## src/design/encpid_pkg.sv

```systemverilog
// Shared types, constants and helpers for the encoder PID speed controller.
`default_nettype none
package encpid_pkg;

   localparam int COUNT_BITS_DEF = 16;
   localparam int FRAC_BITS_DEF  = 16;

   localparam int SPEED_W    = 16;
   localparam int ERR_W      = SPEED_W + 1;
   localparam int GAIN_W     = 24;
   localparam int DUTY_W     = 17;
   localparam int ACC_W      = 46;
   localparam int CSR_ADDR_W = 3;
   localparam int CSR_DATA_W = GAIN_W;

   localparam logic [GAIN_W-1:0] PROP_GAIN_RST  = GAIN_W'(1311);
   localparam logic [GAIN_W-1:0] INTEG_GAIN_RST = GAIN_W'(328);
   localparam logic [GAIN_W-1:0] DERIV_GAIN_RST = '0;

   typedef enum logic [CSR_ADDR_W-1:0] {
      CSR_TARGET_SPEED  = 3'd0,
      CSR_PROP_GAIN     = 3'd1,
      CSR_INTEG_GAIN    = 3'd2,
      CSR_DERIV_GAIN    = 3'd3,
      CSR_LOOP_ENABLE   = 3'd4,
      CSR_POLARITY_SWAP = 3'd5
   } csr_index_type;

   typedef enum logic {
      REQ_EDGE = 1'b0,
      REQ_TICK = 1'b1
   } req_kind_type;

   // Bit 0 drives the first direction pin, bit 1 the second.
   localparam logic [1:0] PINS_ONE = 2'b01;
   localparam logic [1:0] PINS_TWO = 2'b10;

   function automatic logic [1:0] drive_pins(input logic forward, input logic swap);
      return (forward ^ swap) ? PINS_ONE : PINS_TWO;
   endfunction

endpackage
`default_nettype wire

```

## src/design/encpid_if.sv

```systemverilog
// Request, response and register write channel interfaces.
`default_nettype none
interface encpid_req_if;
   logic valid;
   logic ready;
   logic req_type;
   logic enc_a;
   logic enc_b;
   modport source (output valid, output req_type, output enc_a, output enc_b, input ready);
   modport sink   (input valid, input req_type, input enc_a, input enc_b, output ready);
endinterface

interface encpid_rsp_if;
   import encpid_pkg::*;
   logic                       valid;
   logic                       ready;
   logic [DUTY_W-1:0]          duty;
   logic                       dir_one;
   logic                       dir_two;
   logic signed [SPEED_W-1:0]  measured_speed;
   modport source (output valid, output duty, output dir_one, output dir_two,
                   output measured_speed, input ready);
   modport sink   (input valid, input duty, input dir_one, input dir_two,
                   input measured_speed, output ready);
endinterface

interface encpid_csr_if;
   import encpid_pkg::*;
   logic                  valid;
   logic                  ready;
   logic [CSR_ADDR_W-1:0] addr;
   logic [CSR_DATA_W-1:0] data;
   modport source (output valid, output addr, output data, input ready);
   modport sink   (input valid, input addr, input data, output ready);
endinterface
`default_nettype wire

```

## src/design/encpid_pid.sv

```systemverilog
// One PID step: error, three gain products, integrator and output clamps.
`default_nettype none
module encpid_pid #(
   parameter int FRAC_BITS = encpid_pkg::FRAC_BITS_DEF
) (
   input  logic signed [encpid_pkg::SPEED_W-1:0] target_speed,
   input  logic signed [encpid_pkg::SPEED_W-1:0] speed,
   input  logic [encpid_pkg::GAIN_W-1:0]         prop_gain,
   input  logic [encpid_pkg::GAIN_W-1:0]         integ_gain,
   input  logic [encpid_pkg::GAIN_W-1:0]         deriv_gain,
   input  logic signed [FRAC_BITS+1:0]           integ_cur,
   input  logic signed [encpid_pkg::ERR_W-1:0]   prev_err,
   output logic signed [FRAC_BITS+1:0]           integ_next,
   output logic signed [encpid_pkg::ERR_W-1:0]   err,
   output logic [encpid_pkg::DUTY_W-1:0]         duty,
   output logic                                  forward
);
   import encpid_pkg::*;

   localparam int MAG_W  = FRAC_BITS + 1;
   localparam int SHR    = (FRAC_BITS >= 16) ? FRAC_BITS - 16 : 0;
   localparam int SHL    = (FRAC_BITS < 16) ? 16 - FRAC_BITS : 0;
   localparam int WIDE_W = MAG_W + SHL;
   localparam logic signed [ACC_W-1:0] ONE     = ACC_W'(1) << FRAC_BITS;
   localparam logic signed [ACC_W-1:0] NEG_ONE = -ONE;

   logic signed [ERR_W:0]            derr;
   logic signed [GAIN_W:0]           kp_s;
   logic signed [GAIN_W:0]           ki_s;
   logic signed [GAIN_W:0]           kd_s;
   logic signed [GAIN_W+ERR_W:0]     p_prod;
   logic signed [GAIN_W+ERR_W:0]     i_prod;
   logic signed [GAIN_W+ERR_W+1:0]   d_prod;
   logic signed [ACC_W-1:0]          integ_sum;
   logic signed [ACC_W-1:0]          integ_clamp;
   logic signed [ACC_W-1:0]          out_sum;
   logic signed [ACC_W-1:0]          out_clamp;
   logic signed [ACC_W-1:0]          out_abs;
   logic [MAG_W-1:0]                 mag;
   logic [WIDE_W-1:0]                wide;

   always_comb begin
      err  = $signed({target_speed[SPEED_W-1], target_speed}) -
             $signed({speed[SPEED_W-1], speed});
      derr = $signed({err[ERR_W-1], err}) - $signed({prev_err[ERR_W-1], prev_err});
      kp_s = $signed({1'b0, prop_gain});
      ki_s = $signed({1'b0, integ_gain});
      kd_s = $signed({1'b0, deriv_gain});
      p_prod = kp_s * err;
      i_prod = ki_s * err;
      d_prod = kd_s * derr;

      // The output uses the integrator sum before it is clamped.
      integ_sum = ACC_W'(integ_cur) + ACC_W'(i_prod);
      out_sum   = ACC_W'(p_prod) + integ_sum + ACC_W'(d_prod);

      if (integ_sum > ONE) begin
         integ_clamp = ONE;
      end else if (integ_sum < NEG_ONE) begin
         integ_clamp = NEG_ONE;
      end else begin
         integ_clamp = integ_sum;
      end
      integ_next = integ_clamp[FRAC_BITS+1:0];

      if (out_sum > ONE) begin
         out_clamp = ONE;
      end else if (out_sum < NEG_ONE) begin
         out_clamp = NEG_ONE;
      end else begin
         out_clamp = out_sum;
      end

      // An output of exactly zero counts as backward.
      forward = (out_clamp > 0);
      out_abs = forward ? out_clamp : -out_clamp;
      mag     = out_abs[MAG_W-1:0];
      wide    = WIDE_W'(mag) << SHL;
      duty    = DUTY_W'(wide >> SHR);
   end

endmodule
`default_nettype wire

```

## src/design/encoder_pid_speed_controller_unit.sv

```systemverilog
// Top level: input register, edge counter, PID step and response register.
// Throughput is one request per cycle unless a tick waits for room in the response register;
// an edge request gives no response. A tick request is held in the input register and then,
// once the response register has room, its response is loaded into the response register.
// The PID datapath is combinational, with the three gain products in parallel.
// Synchronous reset restores the register defaults and clears count, integrator and drive.
`default_nettype none
module encoder_pid_speed_controller_unit #(
   parameter int COUNT_BITS = encpid_pkg::COUNT_BITS_DEF,
   parameter int FRAC_BITS  = encpid_pkg::FRAC_BITS_DEF
) (
   input  logic         clock,
   input  logic         reset,
   encpid_req_if.sink   req_ch,
   encpid_rsp_if.source rsp_ch,
   encpid_csr_if.sink   csr_ch
);
   import encpid_pkg::*;

   localparam int INT_W = FRAC_BITS + 2;

   // Configuration registers.
   logic signed [SPEED_W-1:0] target_ff, target_in;
   logic [GAIN_W-1:0]         kp_ff, kp_in;
   logic [GAIN_W-1:0]         ki_ff, ki_in;
   logic [GAIN_W-1:0]         kd_ff, kd_in;
   logic                      enable_ff, enable_in;
   logic                      swap_ff, swap_in;

   // Input register.
   logic                      stage_valid_ff, stage_valid_in;
   req_kind_type              stage_kind_ff;
   logic                      stage_a_ff;
   logic                      stage_b_ff;

   // Block state.
   logic                      last_a_ff, last_a_in;
   logic [COUNT_BITS-1:0]     count_ff, count_in;
   logic signed [INT_W-1:0]   integ_ff, integ_in;
   logic signed [ERR_W-1:0]   prev_err_ff, prev_err_in;
   logic [DUTY_W-1:0]         drive_duty_ff, drive_duty_in;
   logic [1:0]                drive_pins_ff, drive_pins_in;

   // Response register.
   logic                      rsp_valid_ff, rsp_valid_in;
   logic [DUTY_W-1:0]         rsp_duty_ff, rsp_duty_in;
   logic [1:0]                rsp_pins_ff, rsp_pins_in;
   logic signed [SPEED_W-1:0] rsp_speed_ff, rsp_speed_in;

   logic                      is_tick;
   logic                      advance;
   logic                      accept;
   logic signed [SPEED_W-1:0] speed;
   logic signed [INT_W-1:0]   pid_integ;
   logic signed [ERR_W-1:0]   pid_err;
   logic [DUTY_W-1:0]         pid_duty;
   logic                      pid_forward;

   assign is_tick = (stage_kind_ff == REQ_TICK);
   // An edge request always moves on; a tick needs room in the response register.
   assign advance = stage_valid_ff && (!is_tick || !rsp_valid_ff || rsp_ch.ready);
   assign req_ch.ready = !stage_valid_ff || advance;
   assign accept = req_ch.valid && req_ch.ready;
   assign csr_ch.ready = 1'b1;

   // Low 16 bits of the count, read as signed.
   assign speed = $signed(SPEED_W'(count_ff));

   encpid_pid #(
      .FRAC_BITS (FRAC_BITS)
   ) u_pid (
      .target_speed (target_ff),
      .speed        (speed),
      .prop_gain    (kp_ff),
      .integ_gain   (ki_ff),
      .deriv_gain   (kd_ff),
      .integ_cur    (integ_ff),
      .prev_err     (prev_err_ff),
      .integ_next   (pid_integ),
      .err          (pid_err),
      .duty         (pid_duty),
      .forward      (pid_forward)
   );

   always_comb begin
      target_in      = target_ff;
      kp_in          = kp_ff;
      ki_in          = ki_ff;
      kd_in          = kd_ff;
      enable_in      = enable_ff;
      swap_in        = swap_ff;
      stage_valid_in = accept ? 1'b1 : (advance ? 1'b0 : stage_valid_ff);
      last_a_in      = last_a_ff;
      count_in       = count_ff;
      integ_in       = integ_ff;
      prev_err_in    = prev_err_ff;
      drive_duty_in  = drive_duty_ff;
      drive_pins_in  = drive_pins_ff;
      rsp_duty_in    = rsp_duty_ff;
      rsp_pins_in    = rsp_pins_ff;
      rsp_speed_in   = rsp_speed_ff;
      rsp_valid_in   = rsp_ch.ready ? 1'b0 : rsp_valid_ff;

      if (advance) begin
         if (!is_tick) begin
            if (last_a_ff ^ stage_b_ff) begin
               count_in = count_ff + COUNT_BITS'(1);
            end else begin
               count_in = count_ff - COUNT_BITS'(1);
            end
            last_a_in = stage_a_ff;
         end else begin
            count_in = '0;
            if (enable_ff) begin
               integ_in    = pid_integ;
               prev_err_in = pid_err;
               // A zero setpoint still runs the step but forces zero duty forward.
               if (target_ff == '0) begin
                  drive_duty_in = '0;
                  drive_pins_in = drive_pins(1'b1, swap_ff);
               end else begin
                  drive_duty_in = pid_duty;
                  drive_pins_in = drive_pins(pid_forward, swap_ff);
               end
            end
            rsp_valid_in = 1'b1;
            rsp_duty_in  = drive_duty_in;
            rsp_pins_in  = drive_pins_in;
            rsp_speed_in = speed;
         end
      end

      if (csr_ch.valid) begin
         case (csr_index_type'(csr_ch.addr))
            CSR_TARGET_SPEED: begin
               target_in = $signed(csr_ch.data[SPEED_W-1:0]);
               if (csr_ch.data[SPEED_W-1:0] == '0) begin
                  integ_in      = '0;
                  drive_duty_in = '0;
                  drive_pins_in = drive_pins(1'b1, swap_ff);
               end
            end
            CSR_PROP_GAIN:     kp_in = csr_ch.data;
            CSR_INTEG_GAIN:    ki_in = csr_ch.data;
            CSR_DERIV_GAIN:    kd_in = csr_ch.data;
            CSR_LOOP_ENABLE:   enable_in = csr_ch.data[0];
            CSR_POLARITY_SWAP: swap_in = csr_ch.data[0];
            default: begin
            end
         endcase
      end
   end

   always_ff @(posedge clock) begin
      if (reset) begin
         target_ff      <= '0;
         kp_ff          <= PROP_GAIN_RST;
         ki_ff          <= INTEG_GAIN_RST;
         kd_ff          <= DERIV_GAIN_RST;
         enable_ff      <= 1'b1;
         swap_ff        <= 1'b0;
         stage_valid_ff <= 1'b0;
         last_a_ff      <= 1'b0;
         count_ff       <= '0;
         integ_ff       <= '0;
         prev_err_ff    <= '0;
         drive_duty_ff  <= '0;
         drive_pins_ff  <= '0;
         rsp_valid_ff   <= 1'b0;
      end else begin
         target_ff      <= target_in;
         kp_ff          <= kp_in;
         ki_ff          <= ki_in;
         kd_ff          <= kd_in;
         enable_ff      <= enable_in;
         swap_ff        <= swap_in;
         stage_valid_ff <= stage_valid_in;
         last_a_ff      <= last_a_in;
         count_ff       <= count_in;
         integ_ff       <= integ_in;
         prev_err_ff    <= prev_err_in;
         drive_duty_ff  <= drive_duty_in;
         drive_pins_ff  <= drive_pins_in;
         rsp_valid_ff   <= rsp_valid_in;
      end
   end

   // Payload registers need no reset.
   always_ff @(posedge clock) begin
      if (accept) begin
         stage_kind_ff <= req_kind_type'(req_ch.req_type);
         stage_a_ff    <= req_ch.enc_a;
         stage_b_ff    <= req_ch.enc_b;
      end
      rsp_duty_ff  <= rsp_duty_in;
      rsp_pins_ff  <= rsp_pins_in;
      rsp_speed_ff <= rsp_speed_in;
   end

   assign rsp_ch.valid          = rsp_valid_ff;
   assign rsp_ch.duty           = rsp_duty_ff;
   assign rsp_ch.dir_one        = rsp_pins_ff[0];
   assign rsp_ch.dir_two        = rsp_pins_ff[1];
   assign rsp_ch.measured_speed = rsp_speed_ff;

endmodule
`default_nettype wire
```

## src/flat_wrapper.sv

```systemverilog
// flat-port wrapper written by rule: the top's interface ports become plain ports
module encoder_pid_speed_controller_unit_flat import encpid_pkg::*;
#(
   parameter int COUNT_BITS = encpid_pkg::COUNT_BITS_DEF,
   parameter int FRAC_BITS  = encpid_pkg::FRAC_BITS_DEF
)
  (clock, reset, req_ch_valid, req_ch_req_type, req_ch_enc_a, req_ch_enc_b, req_ch_ready, rsp_ch_valid, rsp_ch_duty, rsp_ch_dir_one, rsp_ch_dir_two, rsp_ch_measured_speed, rsp_ch_ready, csr_ch_valid, csr_ch_addr, csr_ch_data, csr_ch_ready);
  encpid_req_if req_ch_i ();
  encpid_rsp_if rsp_ch_i ();
  encpid_csr_if csr_ch_i ();
  input  logic clock;
  input  logic reset;
  input wire logic [$bits(req_ch_i.valid)-1:0] req_ch_valid;
  input wire logic [$bits(req_ch_i.req_type)-1:0] req_ch_req_type;
  input wire logic [$bits(req_ch_i.enc_a)-1:0] req_ch_enc_a;
  input wire logic [$bits(req_ch_i.enc_b)-1:0] req_ch_enc_b;
  output wire logic [$bits(req_ch_i.ready)-1:0] req_ch_ready;
  output wire logic [$bits(rsp_ch_i.valid)-1:0] rsp_ch_valid;
  output wire logic [$bits(rsp_ch_i.duty)-1:0] rsp_ch_duty;
  output wire logic [$bits(rsp_ch_i.dir_one)-1:0] rsp_ch_dir_one;
  output wire logic [$bits(rsp_ch_i.dir_two)-1:0] rsp_ch_dir_two;
  output wire logic [$bits(rsp_ch_i.measured_speed)-1:0] rsp_ch_measured_speed;
  input wire logic [$bits(rsp_ch_i.ready)-1:0] rsp_ch_ready;
  input wire logic [$bits(csr_ch_i.valid)-1:0] csr_ch_valid;
  input wire logic [$bits(csr_ch_i.addr)-1:0] csr_ch_addr;
  input wire logic [$bits(csr_ch_i.data)-1:0] csr_ch_data;
  output wire logic [$bits(csr_ch_i.ready)-1:0] csr_ch_ready;
  assign req_ch_i.valid = req_ch_valid;
  assign req_ch_i.req_type = req_ch_req_type;
  assign req_ch_i.enc_a = req_ch_enc_a;
  assign req_ch_i.enc_b = req_ch_enc_b;
  assign req_ch_ready = req_ch_i.ready;
  assign rsp_ch_valid = rsp_ch_i.valid;
  assign rsp_ch_duty = rsp_ch_i.duty;
  assign rsp_ch_dir_one = rsp_ch_i.dir_one;
  assign rsp_ch_dir_two = rsp_ch_i.dir_two;
  assign rsp_ch_measured_speed = rsp_ch_i.measured_speed;
  assign rsp_ch_i.ready = rsp_ch_ready;
  assign csr_ch_i.valid = csr_ch_valid;
  assign csr_ch_i.addr = csr_ch_addr;
  assign csr_ch_i.data = csr_ch_data;
  assign csr_ch_ready = csr_ch_i.ready;
  encoder_pid_speed_controller_unit #(.COUNT_BITS(COUNT_BITS), .FRAC_BITS(FRAC_BITS)) u_core (.clock(clock), .reset(reset), .req_ch(req_ch_i), .rsp_ch(rsp_ch_i), .csr_ch(csr_ch_i));
endmodule
```

## config.mk

```make
export PLATFORM = sky130hd
export DESIGN_NAME = encoder_pid_speed_controller_unit_flat
export DESIGN_NICKNAME = d
export VERILOG_FILES = /design/src/design/encpid_pkg.sv /design/src/design/encpid_if.sv /design/src/design/encpid_pid.sv /design/src/design/encoder_pid_speed_controller_unit.sv /design/src/flat_wrapper.sv
export SDC_FILE = /design/constraint.sdc
export NUM_CORES = 2
export LEC_CHECK = 0
export ABC_AREA = 1
export BUFFER_PORTS_ARGS = -buffer_cell sky130_fd_sc_hd__buf_2
export CORE_MARGIN = 8
export CORE_UTILIZATION = 67
export DETAILED_ROUTE_END_ITERATION = 8
export PLACE_DENSITY_LB_ADDON = 0.2
export SYNTH_ARGS = -nofsm -noshare
export SYNTH_HDL_FRONTEND = slang
export SYNTH_SLANG_ARGS = --single-unit
```

## constraint.sdc

```tcl
create_clock -name clock -period 18.5 [get_ports clock]
set_clock_uncertainty 0.2 [all_clocks]
set_input_delay 3.7 -clock clock [delete_from_list [all_inputs] [get_ports clock]]
set_output_delay 3.7 -clock clock [all_outputs]
set_load 0.01 [all_outputs]
```

==> flow_metrics.env <==
export IMPL_syn_avg_cell_area_um2=7.96
export IMPL_fmax_mhz=57.1
export IMPL_clkSinkCount=201
export IMPL_drt_pre_antenna_iters=7
export IMPL_min_path_type="reg2reg"
export IMPL_drc=0
export IMPL_synth_main_ff_cell="dfxtp_1"
export IMPL_grt_pass1_vias=46300
export IMPL_setup_viol=0
export IMPL_hpwl_um=145000
export IMPL_cp_start_kind="flip-flop"
export IMPL_status="complete, no violations"
export IMPL_synthCells=6756
export IMPL_cts_resized=0
export IMPL_max_slew_worst_pin_slew_ns=1.15
export IMPL_cts_hold_buf=0
export IMPL_cap_violations=0
export IMPL_slew_headroom_pct=23.0
export IMPL_crit_path_top_delay_cell="fa_1"
export IMPL_synth_edff_count=38
export IMPL_place_area_um2=55000
export IMPL_first_iter_violations=4676
export IMPL_drive_gt1_share_pct=4.45
export IMPL_htreeDepth=1
export IMPL_multi_input_area_um2=41700
export IMPL_viasPerCell=5.78
export IMPL_antenna_cells=0
export IMPL_cts_buffers=27
export IMPL_fin_setup_tns_ns=0
export IMPL_place_congestion=1.04
export IMPL_port_buffers=71
export IMPL_grt_max_degree=83
export IMPL_cts_tree="built"
export IMPL_synth_seq_cells=201
export IMPL_arrival_ns=17.80
export IMPL_cts_max_path_buffers=3
export IMPL_area_delta_synth_final_pct=4.18
export IMPL_rsz0062_at_grt="false"
export IMPL_final_design_area_no_fill_um2=56000
export IMPL_die_w_um=299
export IMPL_overflow=0
export IMPL_pre_cts_slack_ns=0.453
export IMPL_synth_warnings=0
export IMPL_ctsRootBufferMaster="clkbuf_16"
export IMPL_num_vias=44900
export IMPL_wl_per_cell_um=22.3
export IMPL_io_pins=73
export IMPL_gr_usage_all_layers_pct=38.9
export IMPL_worstPathMaxFanout=20
export IMPL_drt_wl_total_um=173000
export IMPL_period_share_pct=94.6
export IMPL_fin_nets=8313
export IMPL_required_ns=18.79
export IMPL_ys_types=59
export IMPL_utilization_pct=70.0
export IMPL_grt_pass1_wl_um=266000
export IMPL_start_util_pct=67.2
export IMPL_ys_async_sr_fraction_pct=0
export IMPL_fillers=6621
export IMPL_fp_row_count=104
export IMPL_critPathKind="reg2reg"
export IMPL_clock_latency_ns=0.62
export IMPL_drv_slew=0
export IMPL_clk_transition_reported_paths_ns=0.06
export IMPL_dieArea_um2=89600
export IMPL_die_h_um=299
export IMPL_seq_area_frac_synth_pct=8.19
export IMPL_final_seq_area_um2=4400
export IMPL_antenna_left=0
export IMPL_synth_area_um2=53800
export IMPL_slowest_delay_ns=0.64
export IMPL_syn_nets=8387
export IMPL_fin_crit_ns=17.51
export IMPL_regToRegSetupSlack_ns=0.99
export IMPL_antenna_found_initial=3
export IMPL_setup_ws_ns=0.995
export IMPL_core_region_area_um2=80000
export IMPL_cp_end_kind="flip-flop"
export IMPL_hold_viol=0
export IMPL_postCtsSetupRepairBufs=0
cells by family after synthesis:
group	share of synthesized area, %
AOI/OAI and AO/OA	5.67
xor gates and xnor gates	0.923
adders and majority gates	53.6
buffers and inverters	14.5
DFF	8.19
other	0.00697
and+or+nand+nor	17.1
area by class of cell:
type / count / area share (%)
Tap cell: 1060 / 2.37
Clock buffer: 28 / 1.21
Sequential cell: 201 / 7.86
Clock inverter: 22 / 0.473
Inverter: 1833 / 12.3
Multi-Input combinational cell: 4486 / 74.3
Timing Repair Buffer: 133 / 1.46
cells in the mapped netlist, drive strengths merged, types with 2 or more instances:
cell	number	area, µm²
a211oi	3	22.5
a21o	10	75.1
a21oi	294	1480
a221oi	4	35.0
a31oi	6	37.5
and2	4	25.0
and3	4	25.0
buf	25	134
clkbuf	211	792
clkinv	19	72.6
dfxtp	163	3260
edfxtp	38	1140
fa	1181	23600
ha	415	5190
inv	1814	6810
nand2	1396	5310
nand3	119	641
nand3b	7	52.6
nand4	61	382
nor2	600	2280
nor3	20	105
nor3b	2	15.0
nor4	22	138
o211ai	14	105
o21a	4	30.0
o21ai	202	1040
o21bai	13	97.6
o221ai	2	17.5
o22ai	3	18.8
o311ai	3	33.8
or2	31	194
or4	4	30.0
xnor2	17	149
xor2	38	348
worst max-delay path, delay by kind of cell (launching register included):
kind | cells | cell delay, ns
fa+ha+maj | 19 | 8.53
simple gates | 31 | 5.13
buf+inv | 15 | 1.58
compound gates | 8 | 1.32
flops | 1 | 0.38
xor+xnor | 1 | 0.22
final timing paths:
check | from | end | cells after the start
hold / removal | u_core.count_ff[15]$_SDFFE_PP0P_ | u_core.rsp_ch.measured_speed[15]$_DFFE_PP_ | 0
setup reg to reg | u_core.count_ff[0]$_SDFFE_PP0P_ | u_core.drive_duty_ff[1]$_SDFF_PP0_ | 74
hold reg to reg | u_core.count_ff[15]$_SDFFE_PP0P_ | u_core.rsp_ch.measured_speed[15]$_DFFE_PP_ | 0
setup / recovery | u_core.count_ff[0]$_SDFFE_PP0P_ | u_core.drive_duty_ff[1]$_SDFF_PP0_ | 74
layout by cell type (no fill, tap or decap), drive strengths merged, types with 3 or more instances in the layout:
master    instances
and2              4
or4               4
o21a              4
o21ai           202
o21bai           13
buf             133
nand3           119
clkbuf           28
a21oi           294
a211oi            3
a31oi             6
a21o             10
o22ai             3
ha              415
o311ai            3
nor2            600
nor3             20
bufinv            4
and3              4
fa             1181
nand3b            7
nand2          1396
dfxtp           163
clkinvlp          3
a221oi            4
xnor2            17
clkinv           28
nand4            61
inv            1820
o211ai           14
nor4             22
edfxtp           38
xor2             38
or2              31
layer usage:
metal  GRT usage [%]  share of wire [%]
met5               0              0.024
met3            11.3                 13
met4            22.9                7.6
met2            60.7                 44
met1            48.1                 35
flip-flops by register name (all words and copies together) (netlist names), 17 cells and up:
register / count
u_core.drive_duty_ff: 17
u_core.integ_ff: 18
u_core.ki_ff: 24
u_core.kp_ff: 24
u_core.kd_ff: 24
u_core.prev_err_ff: 17
u_core.rsp_ch.duty: 17
stage by stage:
step                cells  hold slack (ns)
floorplan            6756            0.230
global placement     7713            0.248
detailed placement   7713            0.260
CTS                  7763            0.274
global route         7763            0.293
finish               7763            0.279
Power is left out: the tool's default activity adds up to more than one toggle a clock period on the data nets, which glitch-free logic cannot reach.
